### src/hw/rtl/text_to_glyph_columns_defines.svh
// ---------------------------------------------------------------------------
// Assertion macros for the glyph column generator
// Concurrent checks clocked on clk_i, with or without the reset guard.
// ---------------------------------------------------------------------------
`ifndef TEXT_TO_GLYPH_COLUMNS_DEFINES_SVH
`define TEXT_TO_GLYPH_COLUMNS_DEFINES_SVH

`ifndef ASSERT_OFF
// Check a property outside reset.
`define TGC_ASSERT(lbl, prop, msg) \
  lbl: assert property (@(posedge clk_i) disable iff (!rst_ni) prop) else $error(msg);
// Check a property at every edge, reset included.
`define TGC_ASSERT_RST(lbl, prop, msg) \
  lbl: assert property (@(posedge clk_i) prop) else $error(msg);
`else
`define TGC_ASSERT(lbl, prop, msg)
`define TGC_ASSERT_RST(lbl, prop, msg)
`endif

`endif

### src/hw/rtl/tgc_pkg.sv
// ---------------------------------------------------------------------------
// tgc_pkg
// Widths, queue item type and the 5-row glyph ROM of the column generator.
// ---------------------------------------------------------------------------
package tgc_pkg;

  localparam int GLYPH_MAX_COLS = 5;
  localparam int CHAR_W         = 8;
  localparam int COL_W          = 5;
  localparam int POS_W          = 12;
  localparam int CNT_W          = 13;
  localparam int WIDTH_W        = $clog2(GLYPH_MAX_COLS + 1);
  localparam int IDX_W          = $clog2(GLYPH_MAX_COLS);
  localparam int SKIP_MARGIN    = 7;
  localparam int LIMIT_RESET    = 512;
  localparam int OUT_DATA_W     = 24;

  typedef struct packed {
    logic [WIDTH_W-1:0]                   width;
    logic [GLYPH_MAX_COLS-1:0][COL_W-1:0] cols;
  } glyph_t;

  // One classified character as it travels from front to back.
  typedef struct packed {
    logic   nul;
    logic   start;
    glyph_t glyph;
  } item_t;

  function automatic glyph_t mk(input int w, input logic [COL_W-1:0] c0,
                                input logic [COL_W-1:0] c1, input logic [COL_W-1:0] c2,
                                input logic [COL_W-1:0] c3, input logic [COL_W-1:0] c4);
    glyph_t g;
    g         = '0;
    g.width   = WIDTH_W'(w);
    g.cols[0] = c0;
    g.cols[1] = c1;
    g.cols[2] = c2;
    g.cols[3] = c3;
    g.cols[4] = c4;
    return g;
  endfunction

  // Fold lower case, then look up; anything unknown maps to the space glyph.
  function automatic glyph_t glyph_lookup(input logic [CHAR_W-1:0] code);
    logic [CHAR_W-1:0] up;
    glyph_t            g;
    up = code;
    if (code >= "a" && code <= "z") begin
      up = code - CHAR_W'(32);
    end
    unique case (up)
      "A":     g = mk(4, 5'h1E, 5'h05, 5'h05, 5'h1E, 5'h00);
      "B":     g = mk(4, 5'h1F, 5'h15, 5'h15, 5'h0A, 5'h00);
      "C":     g = mk(4, 5'h0E, 5'h11, 5'h11, 5'h11, 5'h00);
      "D":     g = mk(4, 5'h1F, 5'h11, 5'h11, 5'h0E, 5'h00);
      "E":     g = mk(4, 5'h1F, 5'h15, 5'h15, 5'h11, 5'h00);
      "F":     g = mk(4, 5'h1F, 5'h05, 5'h05, 5'h01, 5'h00);
      "G":     g = mk(4, 5'h0E, 5'h11, 5'h15, 5'h1D, 5'h00);
      "H":     g = mk(4, 5'h1F, 5'h04, 5'h04, 5'h1F, 5'h00);
      "I":     g = mk(3, 5'h11, 5'h1F, 5'h11, 5'h00, 5'h00);
      "J":     g = mk(4, 5'h09, 5'h11, 5'h11, 5'h0F, 5'h00);
      "K":     g = mk(4, 5'h1F, 5'h04, 5'h0A, 5'h11, 5'h00);
      "L":     g = mk(4, 5'h1F, 5'h10, 5'h10, 5'h10, 5'h00);
      "M":     g = mk(5, 5'h1F, 5'h02, 5'h04, 5'h02, 5'h1F);
      "N":     g = mk(4, 5'h1F, 5'h02, 5'h04, 5'h1F, 5'h00);
      "O":     g = mk(4, 5'h0E, 5'h11, 5'h11, 5'h0E, 5'h00);
      "P":     g = mk(4, 5'h1F, 5'h05, 5'h05, 5'h02, 5'h00);
      "Q":     g = mk(4, 5'h0E, 5'h11, 5'h09, 5'h16, 5'h00);
      "R":     g = mk(4, 5'h1F, 5'h05, 5'h0D, 5'h12, 5'h00);
      "S":     g = mk(4, 5'h12, 5'h15, 5'h15, 5'h09, 5'h00);
      "T":     g = mk(3, 5'h01, 5'h1F, 5'h01, 5'h00, 5'h00);
      "U":     g = mk(4, 5'h0F, 5'h10, 5'h10, 5'h0F, 5'h00);
      "V":     g = mk(5, 5'h07, 5'h08, 5'h10, 5'h08, 5'h07);
      "W":     g = mk(5, 5'h1F, 5'h08, 5'h04, 5'h08, 5'h1F);
      "X":     g = mk(4, 5'h1B, 5'h04, 5'h04, 5'h1B, 5'h00);
      "Y":     g = mk(4, 5'h03, 5'h1C, 5'h1C, 5'h03, 5'h00);
      "Z":     g = mk(4, 5'h19, 5'h15, 5'h15, 5'h13, 5'h00);
      "0":     g = mk(4, 5'h0E, 5'h11, 5'h11, 5'h0E, 5'h00);
      "1":     g = mk(3, 5'h12, 5'h1F, 5'h10, 5'h00, 5'h00);
      "2":     g = mk(4, 5'h12, 5'h19, 5'h15, 5'h12, 5'h00);
      "3":     g = mk(4, 5'h11, 5'h15, 5'h15, 5'h0A, 5'h00);
      "4":     g = mk(4, 5'h07, 5'h04, 5'h04, 5'h1F, 5'h00);
      "5":     g = mk(4, 5'h17, 5'h15, 5'h15, 5'h09, 5'h00);
      "6":     g = mk(4, 5'h0E, 5'h15, 5'h15, 5'h09, 5'h00);
      "7":     g = mk(4, 5'h11, 5'h09, 5'h05, 5'h03, 5'h00);
      "8":     g = mk(4, 5'h0A, 5'h15, 5'h15, 5'h0A, 5'h00);
      "9":     g = mk(4, 5'h02, 5'h15, 5'h15, 5'h0E, 5'h00);
      "!":     g = mk(1, 5'h17, 5'h00, 5'h00, 5'h00, 5'h00);
      "?":     g = mk(4, 5'h02, 5'h01, 5'h15, 5'h02, 5'h00);
      ".":     g = mk(2, 5'h10, 5'h10, 5'h00, 5'h00, 5'h00);
      "-":     g = mk(3, 5'h04, 5'h04, 5'h04, 5'h00, 5'h00);
      "/":     g = mk(3, 5'h18, 5'h04, 5'h03, 5'h00, 5'h00);
      ":":     g = mk(1, 5'h0A, 5'h00, 5'h00, 5'h00, 5'h00);
      default: g = mk(3, 5'h00, 5'h00, 5'h00, 5'h00, 5'h00);
    endcase
    return g;
  endfunction

endpackage

### src/hw/rtl/tgc_fifo.sv
// ---------------------------------------------------------------------------
// tgc_fifo
// Two-entry queue of classified characters between front and back.
// ---------------------------------------------------------------------------
module tgc_fifo (
  input  logic          clk_i,
  input  logic          rst_ni,
  input  logic          wr_valid_i,
  output logic          wr_ready_o,
  input  tgc_pkg::item_t wr_item_i,
  output logic          rd_valid_o,
  input  logic          rd_ready_i,
  output tgc_pkg::item_t rd_item_o
);

  tgc_pkg::item_t mem_q [2];
  logic           wr_ptr_q;
  logic           rd_ptr_q;
  logic [1:0]     fill_q;
  logic           push;
  logic           pop;

  assign wr_ready_o = (fill_q != 2'd2);
  assign rd_valid_o = (fill_q != 2'd0);
  assign rd_item_o  = mem_q[rd_ptr_q];
  assign push       = wr_valid_i && wr_ready_o;
  assign pop        = rd_valid_o && rd_ready_i;

  always_ff @(posedge clk_i or negedge rst_ni) begin
    if (!rst_ni) begin
      wr_ptr_q <= 1'b0;
      rd_ptr_q <= 1'b0;
      fill_q   <= 2'd0;
    end else begin
      if (push) begin
        wr_ptr_q <= ~wr_ptr_q;
      end
      if (pop) begin
        rd_ptr_q <= ~rd_ptr_q;
      end
      fill_q <= fill_q + 2'(push) - 2'(pop);
    end
  end

  always_ff @(posedge clk_i) begin
    if (push) begin
      mem_q[wr_ptr_q] <= wr_item_i;
    end
  end

endmodule

### src/hw/rtl/tgc_front.sv
// ---------------------------------------------------------------------------
// tgc_front
// Accept characters, fold case, look up the glyph and register the result.
// ---------------------------------------------------------------------------
module tgc_front (
  input  logic                        clk_i,
  input  logic                        rst_ni,
  input  logic                        in_valid_i,
  output logic                        in_ready_o,
  input  logic [tgc_pkg::CHAR_W-1:0]  char_code_i,
  input  logic                        starts_string_i,
  output logic                        out_valid_o,
  input  logic                        out_ready_i,
  output tgc_pkg::item_t              out_item_o
);

  logic           vld_q;
  tgc_pkg::item_t item_q;
  logic           take;

  assign in_ready_o  = !vld_q || out_ready_i;
  assign take        = in_valid_i && in_ready_o;
  assign out_valid_o = vld_q;
  assign out_item_o  = item_q;

  always_ff @(posedge clk_i or negedge rst_ni) begin
    if (!rst_ni) begin
      vld_q <= 1'b0;
    end else if (in_ready_o) begin
      vld_q <= in_valid_i;
    end
  end

  always_ff @(posedge clk_i) begin
    if (take) begin
      item_q.nul   <= (char_code_i == '0);
      item_q.start <= starts_string_i;
      item_q.glyph <= tgc_pkg::glyph_lookup(char_code_i);
    end
  end

endmodule

### src/hw/rtl/tgc_back.sv
// ---------------------------------------------------------------------------
// tgc_back
// Keep the column count, decide skip and emit glyph and gap columns.
// ---------------------------------------------------------------------------
`include "text_to_glyph_columns_defines.svh"

module tgc_back (
  input  logic                        clk_i,
  input  logic                        rst_ni,
  input  logic [tgc_pkg::CNT_W-1:0]   limit_i,
  input  logic                        q_valid_i,
  output logic                        q_ready_o,
  input  tgc_pkg::item_t              q_item_i,
  output logic                        m_valid_o,
  input  logic                        m_ready_i,
  output logic [tgc_pkg::COL_W-1:0]   m_bits_o,
  output logic [tgc_pkg::POS_W-1:0]   m_pos_o,
  output logic                        m_last_o
);

  typedef enum logic {
    ST_IDLE,
    ST_EMIT
  } state_e;

  state_e                        state_q;
  logic [tgc_pkg::CNT_W-1:0]     cnt_q;
  logic [tgc_pkg::WIDTH_W-1:0]   col_idx_q;
  tgc_pkg::glyph_t               glyph_q;
  logic                          m_valid_q;
  logic [tgc_pkg::COL_W-1:0]     m_bits_q;
  logic [tgc_pkg::POS_W-1:0]     m_pos_q;
  logic                          m_last_q;

  logic [tgc_pkg::CNT_W-1:0]     cnt_eff;
  logic                          skip;
  logic                          out_free;
  logic                          pop;
  logic                          emit;
  logic                          gap;
  logic                          pos_ok;

  always_comb begin
    cnt_eff  = q_item_i.start ? '0 : cnt_q;
    // Signed compare count >= limit - 7, done without a sign bit.
    skip     = ({1'b0, cnt_eff} + (tgc_pkg::CNT_W + 1)'(tgc_pkg::SKIP_MARGIN))
               >= {1'b0, limit_i};
    out_free = !m_valid_q || m_ready_i;
    pop      = (state_q == ST_IDLE) && q_valid_i;
    emit     = (state_q == ST_EMIT) && out_free;
    gap      = (col_idx_q >= glyph_q.width);
    pos_ok   = ({1'b0, cnt_q} + (tgc_pkg::CNT_W + 1)'(1)) < {1'b0, limit_i};
  end

  assign q_ready_o = (state_q == ST_IDLE);
  assign m_valid_o = m_valid_q;
  assign m_bits_o  = m_bits_q;
  assign m_pos_o   = m_pos_q;
  assign m_last_o  = m_last_q;

  always_ff @(posedge clk_i or negedge rst_ni) begin
    if (!rst_ni) begin
      state_q   <= ST_IDLE;
      cnt_q     <= '0;
      col_idx_q <= '0;
      glyph_q   <= '0;
      m_valid_q <= 1'b0;
      m_bits_q  <= '0;
      m_pos_q   <= '0;
      m_last_q  <= 1'b0;
    end else begin
      // Load a new column or drop the one just taken.
      if (out_free) begin
        m_valid_q <= emit;
      end
      unique case (state_q)
        ST_IDLE: begin
          if (pop) begin
            cnt_q <= cnt_eff;
            if (!q_item_i.nul && !skip) begin
              state_q   <= ST_EMIT;
              glyph_q   <= q_item_i.glyph;
              col_idx_q <= '0;
            end
          end
        end
        ST_EMIT: begin
          if (emit) begin
            m_bits_q  <= gap ? '0 : glyph_q.cols[col_idx_q[tgc_pkg::IDX_W-1:0]];
            m_pos_q   <= cnt_q[tgc_pkg::POS_W-1:0];
            m_last_q  <= gap;
            cnt_q     <= cnt_q + tgc_pkg::CNT_W'(1);
            col_idx_q <= col_idx_q + tgc_pkg::WIDTH_W'(1);
            if (gap) begin
              state_q <= ST_IDLE;
            end
          end
        end
        default: state_q <= ST_IDLE;
      endcase
    end
  end

  `TGC_ASSERT(a_idx_in_range, state_q == ST_EMIT |-> col_idx_q <= glyph_q.width, "column index past glyph width")
  `TGC_ASSERT(a_gap_ends_char, emit && gap |=> state_q == ST_IDLE, "gap column did not end the character")
  `TGC_ASSERT(a_skip_drops, pop && (skip || q_item_i.nul) |=> state_q == ST_IDLE, "skipped character started emitting")
  `TGC_ASSERT(a_pos_in_buffer, emit |-> pos_ok, "column emitted at or past the buffer limit")
  `TGC_ASSERT_RST(a_reset_idle, !rst_ni |=> state_q == ST_IDLE && !m_valid_q, "not idle after reset")

endmodule

### src/hw/rtl/text_to_glyph_columns.sv
// An accepted character reaches its first column through the front register, the queue and the back emitter.
// Throughput: one column per cycle while the receiver is ready; the back emitter loads a character, then
// emits its glyph columns and one gap column; NUL and skipped characters are only loaded.
// The two-entry queue lets new characters be accepted while the back emitter is busy.
// Reset (async, active low) clears the column count, the queue and the output valid;
// buffer_limit returns to 512.
// ---------------------------------------------------------------------------
// text_to_glyph_columns
// Character generator for a 5-row bitmap font: one item in, glyph columns out.
// ---------------------------------------------------------------------------
module text_to_glyph_columns (
  input  logic                          clk_i,
  input  logic                          rst_ni,
  // Configuration: buffer_limit
  input  logic                          cfg_we_i,
  input  logic [tgc_pkg::CNT_W-1:0]     cfg_wdata_i,
  // Character stream
  input  logic                          s_axis_tvalid,
  output logic                          s_axis_tready,
  input  logic [7:0]                    s_axis_tdata,   // [7:0] char_code
  input  logic                          s_axis_tuser,   // [0] starts_string
  // Column stream
  output logic                          m_axis_tvalid,
  input  logic                          m_axis_tready,
  output logic [tgc_pkg::OUT_DATA_W-1:0] m_axis_tdata,  // [4:0] column_bits,
                                                        // [16:5] column_position, rest zero
  output logic                          m_axis_tlast    // last_of_char
);

  logic [tgc_pkg::CNT_W-1:0] limit_q;

  logic           fr_valid;
  logic           fr_ready;
  tgc_pkg::item_t fr_item;
  logic           q_valid;
  logic           q_ready;
  tgc_pkg::item_t q_item;

  logic [tgc_pkg::COL_W-1:0] col_bits;
  logic [tgc_pkg::POS_W-1:0] col_pos;

  // Hold the buffer limit; the user must write it only while the block is idle, the block does not enforce this.
  always_ff @(posedge clk_i or negedge rst_ni) begin
    if (!rst_ni) begin
      limit_q <= tgc_pkg::CNT_W'(tgc_pkg::LIMIT_RESET);
    end else if (cfg_we_i) begin
      limit_q <= cfg_wdata_i;
    end
  end

  // Front: fold case, look up the glyph, flag NUL and string start.
  tgc_front u_front (
    .clk_i           (clk_i),
    .rst_ni          (rst_ni),
    .in_valid_i      (s_axis_tvalid),
    .in_ready_o      (s_axis_tready),
    .char_code_i     (s_axis_tdata),
    .starts_string_i (s_axis_tuser),
    .out_valid_o     (fr_valid),
    .out_ready_i     (fr_ready),
    .out_item_o      (fr_item)
  );

  // Queue: decouple the front from the column emitter.
  tgc_fifo u_fifo (
    .clk_i      (clk_i),
    .rst_ni     (rst_ni),
    .wr_valid_i (fr_valid),
    .wr_ready_o (fr_ready),
    .wr_item_i  (fr_item),
    .rd_valid_o (q_valid),
    .rd_ready_i (q_ready),
    .rd_item_o  (q_item)
  );

  // Back: advance the column count, drop or emit, one column per cycle while the receiver is ready.
  tgc_back u_back (
    .clk_i     (clk_i),
    .rst_ni    (rst_ni),
    .limit_i   (limit_q),
    .q_valid_i (q_valid),
    .q_ready_o (q_ready),
    .q_item_i  (q_item),
    .m_valid_o (m_axis_tvalid),
    .m_ready_i (m_axis_tready),
    .m_bits_o  (col_bits),
    .m_pos_o   (col_pos),
    .m_last_o  (m_axis_tlast)
  );

  assign m_axis_tdata = {(tgc_pkg::OUT_DATA_W - tgc_pkg::POS_W - tgc_pkg::COL_W)'(0),
                         col_pos, col_bits};

endmodule

### config.mk
export PLATFORM = sky130hd
export DESIGN_NAME = text_to_glyph_columns
export DESIGN_NICKNAME = d
export VERILOG_FILES = /design/src/hw/rtl/tgc_pkg.sv /design/src/hw/rtl/tgc_fifo.sv /design/src/hw/rtl/tgc_front.sv /design/src/hw/rtl/tgc_back.sv /design/src/hw/rtl/text_to_glyph_columns.sv
export VERILOG_INCLUDE_DIRS = /design/src /design/src/hw/rtl
export SDC_FILE = /design/constraint.sdc
export NUM_CORES = 1
export LEC_CHECK = 0
export BUFFER_PORTS_ARGS = -buffer_cell sky130_fd_sc_hd__buf_2
export CORE_MARGIN = 2
export CORE_UTILIZATION = 55
export DETAILED_ROUTE_END_ITERATION = 10
export GPL_ROUTABILITY_DRIVEN = 0
export PLACE_DENSITY = 0.73
export SLEW_MARGIN = 20
export SYNTH_ARGS = -nofsm -noshare
export SYNTH_HDL_FRONTEND = slang
export SYNTH_SLANG_ARGS = --single-unit
### constraint.sdc
create_clock -name clk_i -period 6.7 [get_ports clk_i]
set_input_delay 1.675 -clock clk_i [delete_from_list [all_inputs] [get_ports clk_i]]
set_output_delay 1.675 -clock clk_i [all_outputs]
set_load 0.005 [all_outputs]
==> flow_summary.toml <==
[finish]
layout-drive-gt1-share_pct = 18.3
final_cell_count_no_fill = 995
utilization_pct = 61.7
area_growth_pct = 10.8
diodes = 0
nNetsFinal = 850
final_common_cell = "nand2_1"
final_cell_mix = "nand2_1, edfxtp_1, dfrtp_1, o21ai_0, nor2_1"

[setup_path]
cpMaxStageDelayCell = "clkinv_1"
path_class = "primary input to flop"
rr_startpoint = "u_fifo.rd_ptr_q$_DFFE_PN0P_"
reg2reg_to = "u_back.glyph_q[8]$_DFFE_PN0P_"
slowest_delay_ns = 0.72
reg2reg_depth = 13
r2r_slack_ns = 2.46
cpLargestDelayFamily = "buffers and inverters"
worstSetupStartpointType = "primary input"
path_buf_inv = 2
worst_setup_path_end_kind = "flop"
cp.arrival_ns = 4.62
cp_cell_sequence = "buf_2 > clkinv_1 > a21oi_1 > nor2_1 > a41o_1 > or2_1 > o32ai_1"
worst_ep_required_time_ns = 6.95
worstPathMaxFanout = 51

[min_path]
holdPathEnd = "u_fifo.mem_q[1][19]$_DFFE_PP_"
hp-start = "u_front.out_item_o[19]$_SDFFCE_PP0P_"
hold_depth = 0
worstHoldPathType = "flop to flop"

[clocking]
clk_pin_slew_worst_paths_ns = 0.06
cts_buffers = 17
clock-sinks = 160
cts_max_level = 4
clkLatencyLatePin_ns = 0.42
cts_root_buffer = "clkbuf_16"
ctsResizeCount = 0
cts_tree = "done"
postCtsHoldBufs = 0
cts_buffer_depth = 2
post_cts_buffers = 0

[power]
pwr-share-clk_pct = 26.7
pwr_density_cell_nw_per_um2 = 400
total_power_mw = 3.72
comb_power_share_pct = 31.1
power_switching_mw = 1.19
peakVddDrop_mv = 0.311
netSwitchingFraction_pct = 32.1
seq_power_share_pct = 42.1
p_leak_nw = 3.90
p_int_mw = 2.53

[synthesis]
synth_ff_type = "edfxtp_1"
synth-edff-count = 81
yosysTopAreaCell = "edfxtp_1"
ys_warn_count = 0
syn_area_um2 = 8400
synthCells = 770
synth_area_leaders = "edfxtp_1, dfrtp_1, nand2_1, ha_1, mux2_2"
netlist.area_leader.share_pct = 29.0
yosysUniqueCellTypes = 63
yosysSeqAreaShare_pct = 52.5
avgSynthCellArea_um2 = 10.9
synthArstFlopShare_pct = 49.4
synth_seq_cells = 160

[placed_design]
pre_cts_ws_ns = 2.00
dpl.cell_count = 963
dp_hpwl_um = 12200
io_buffers = 46

[timing]
hold_viol_final = 0
worst_slew_pin_slew_ns = 0.900
finalCriticalPeriod_ns = 4.37
finalCritPeriodShare_pct = 65.3
finClkSkew_ns = 0.00674
max_freq_mhz = 229
relSlewSlack_pct = 40.0
setup_ws_ns = 2.33
rsz0062_at_grt = "false"
fin_setup_tns_ns = 0
drv_slew = 0
setup_viol = 0

[grt]
grt-ovfl-total = 0
antenna_found_initial = 0
grt_first_pass_wirelength_um = 28900
grt_max_degree = 80
grt_util_all_layers_pct = 22.8
grt_pass1_vias = 5633

[floorplanning]
ios = 54
fp.dieH_um = 128
rows = 45
core-area_um2 = 15100
initial_core_util_pct = 55.7
dieWidth_um = 128
die_area_um2 = 16300

[route]
drc = 0
drt_first_pass_iters = 8
route.vias.total = 5944
postRouteAntennaNets = 0
dr.first_iter.drc_count = 582
routed_wl_um = 17600
via_per_inst = 5.97
avgRoutedWirePerCell_um = 17.7

[job]
maxCapViolations = 0

[outcome]
status = "completed"
[synthesized netlist by cell type, drive strengths merged, types with 3 or more instances]
library cell / instances
o21ai: 52
xor2: 5
nor3: 13
buf: 20
mux4: 5
nor2: 49
a22o: 3
o21a: 5
a22oi: 10
nor2b: 7
nand2b: 22
mux2i: 13
clkbuf: 32
o31ai: 6
nand3: 15
o211ai: 9
a21o: 6
mux2: 49
and3: 5
and2: 3
a31oi: 11
dfrtp: 78
o2bb2ai: 4
xnor2: 7
a21oi: 40
or3: 6
inv: 30
edfxtp: 81
o22ai: 12
nand4: 4
o32ai: 6
nand2: 98
a211oi: 8
ha: 29
[power groups by stage]
stage	Combinational, mW	Sequential [mW]	Clock [mW]
2_1_floorplan	0.920	1.50	0
3_3_place_gp	1.11	1.56	0
3_5_place_dp	1.15	1.59	0
5_1_grt	1.29	1.60	1.05
6_report	1.16	1.57	0.995
4_1_cts	1.16	1.57	1.01
[sequential cells by signal, indices dropped and copies added (netlist names)]
register and flops:
u_back.state_q 1, u_fifo.fill_q 2, u_fifo.rd_ptr_q 1, u_back.cnt_q 13, limit_q 13, u_back.m_valid_o 1
u_fifo.wr_ptr_q 1, u_front.out_item_o 27, u_back.glyph_q 25, u_fifo.mem_q 54, u_back.m_last_o 1, u_back.m_bits_o 5
u_back.col_idx_q 3, u_front.out_valid_o 1, u_back.m_pos_o 12
[routing by layer]
| metal | global-route usage (%) | wire length [µm] |
|---|---|---|
| met5 | 0 | 0 |
| met2 | 33.5 | 7880 |
| met1 | 32.9 | 8060 |
| met3 | 4.90 | 1190 |
| met4 | 9.37 | 497 |
[cell families after synthesis]
logic type      after synthesis  synth area share, %
simple gates                228                 12.7
fa+ha+maj                    29                 4.32
buf+inv                      83                 4.38
mux                          67                 10.2
compound gates              190                 14.6
xor+xnor                     12                 1.25
other cells                   1               0.0446
flops                       160                 52.5
[stage by stage]
stage	area, µm²	hold slack [ns]
after global routing	9310	0.444
after detailed placement	8680	0.432
final	9310	0.443
after global placement	8680	0.425
after floorplan	8420	0.421
after CTS	9300	0.443
[how the worst max path moves through the flow]
stage / depth (start not counted) / end / start / slack, ns
4_1_cts: 7 / u_front.out_item_o[3]$_SDFFCE_PP0P_ / s_axis_tdata[2] / 2.44
5_1_grt: 7 / u_front.out_item_o[3]$_SDFFCE_PP0P_ / s_axis_tdata[2] / 2.12
3_5_place_dp: 7 / u_front.out_item_o[3]$_SDFFCE_PP0P_ / s_axis_tdata[2] / 2.00
3_3_place_gp: 7 / u_front.out_item_o[3]$_SDFFCE_PP0P_ / s_axis_tdata[2] / 2.04
6_report: 7 / u_front.out_item_o[3]$_SDFFCE_PP0P_ / s_axis_tdata[2] / 2.33
2_1_floorplan: 11 / u_front.out_item_o[13]$_SDFFCE_PP0P_ / s_axis_tdata[1] / 2.90
[area by class of cell]
type                            count  area (µm²)
Fill cell                        1175        5780
Tap cell                          188         235
Sequential cell                   160        4410
Clock inverter                     14         181
Multi-Input combinational cell    533        3650
Inverter                           31         116
Clock buffer                       18         439
Timing Repair Buffer               51         274
Note: power is estimated with default switching activity, not from simulation.
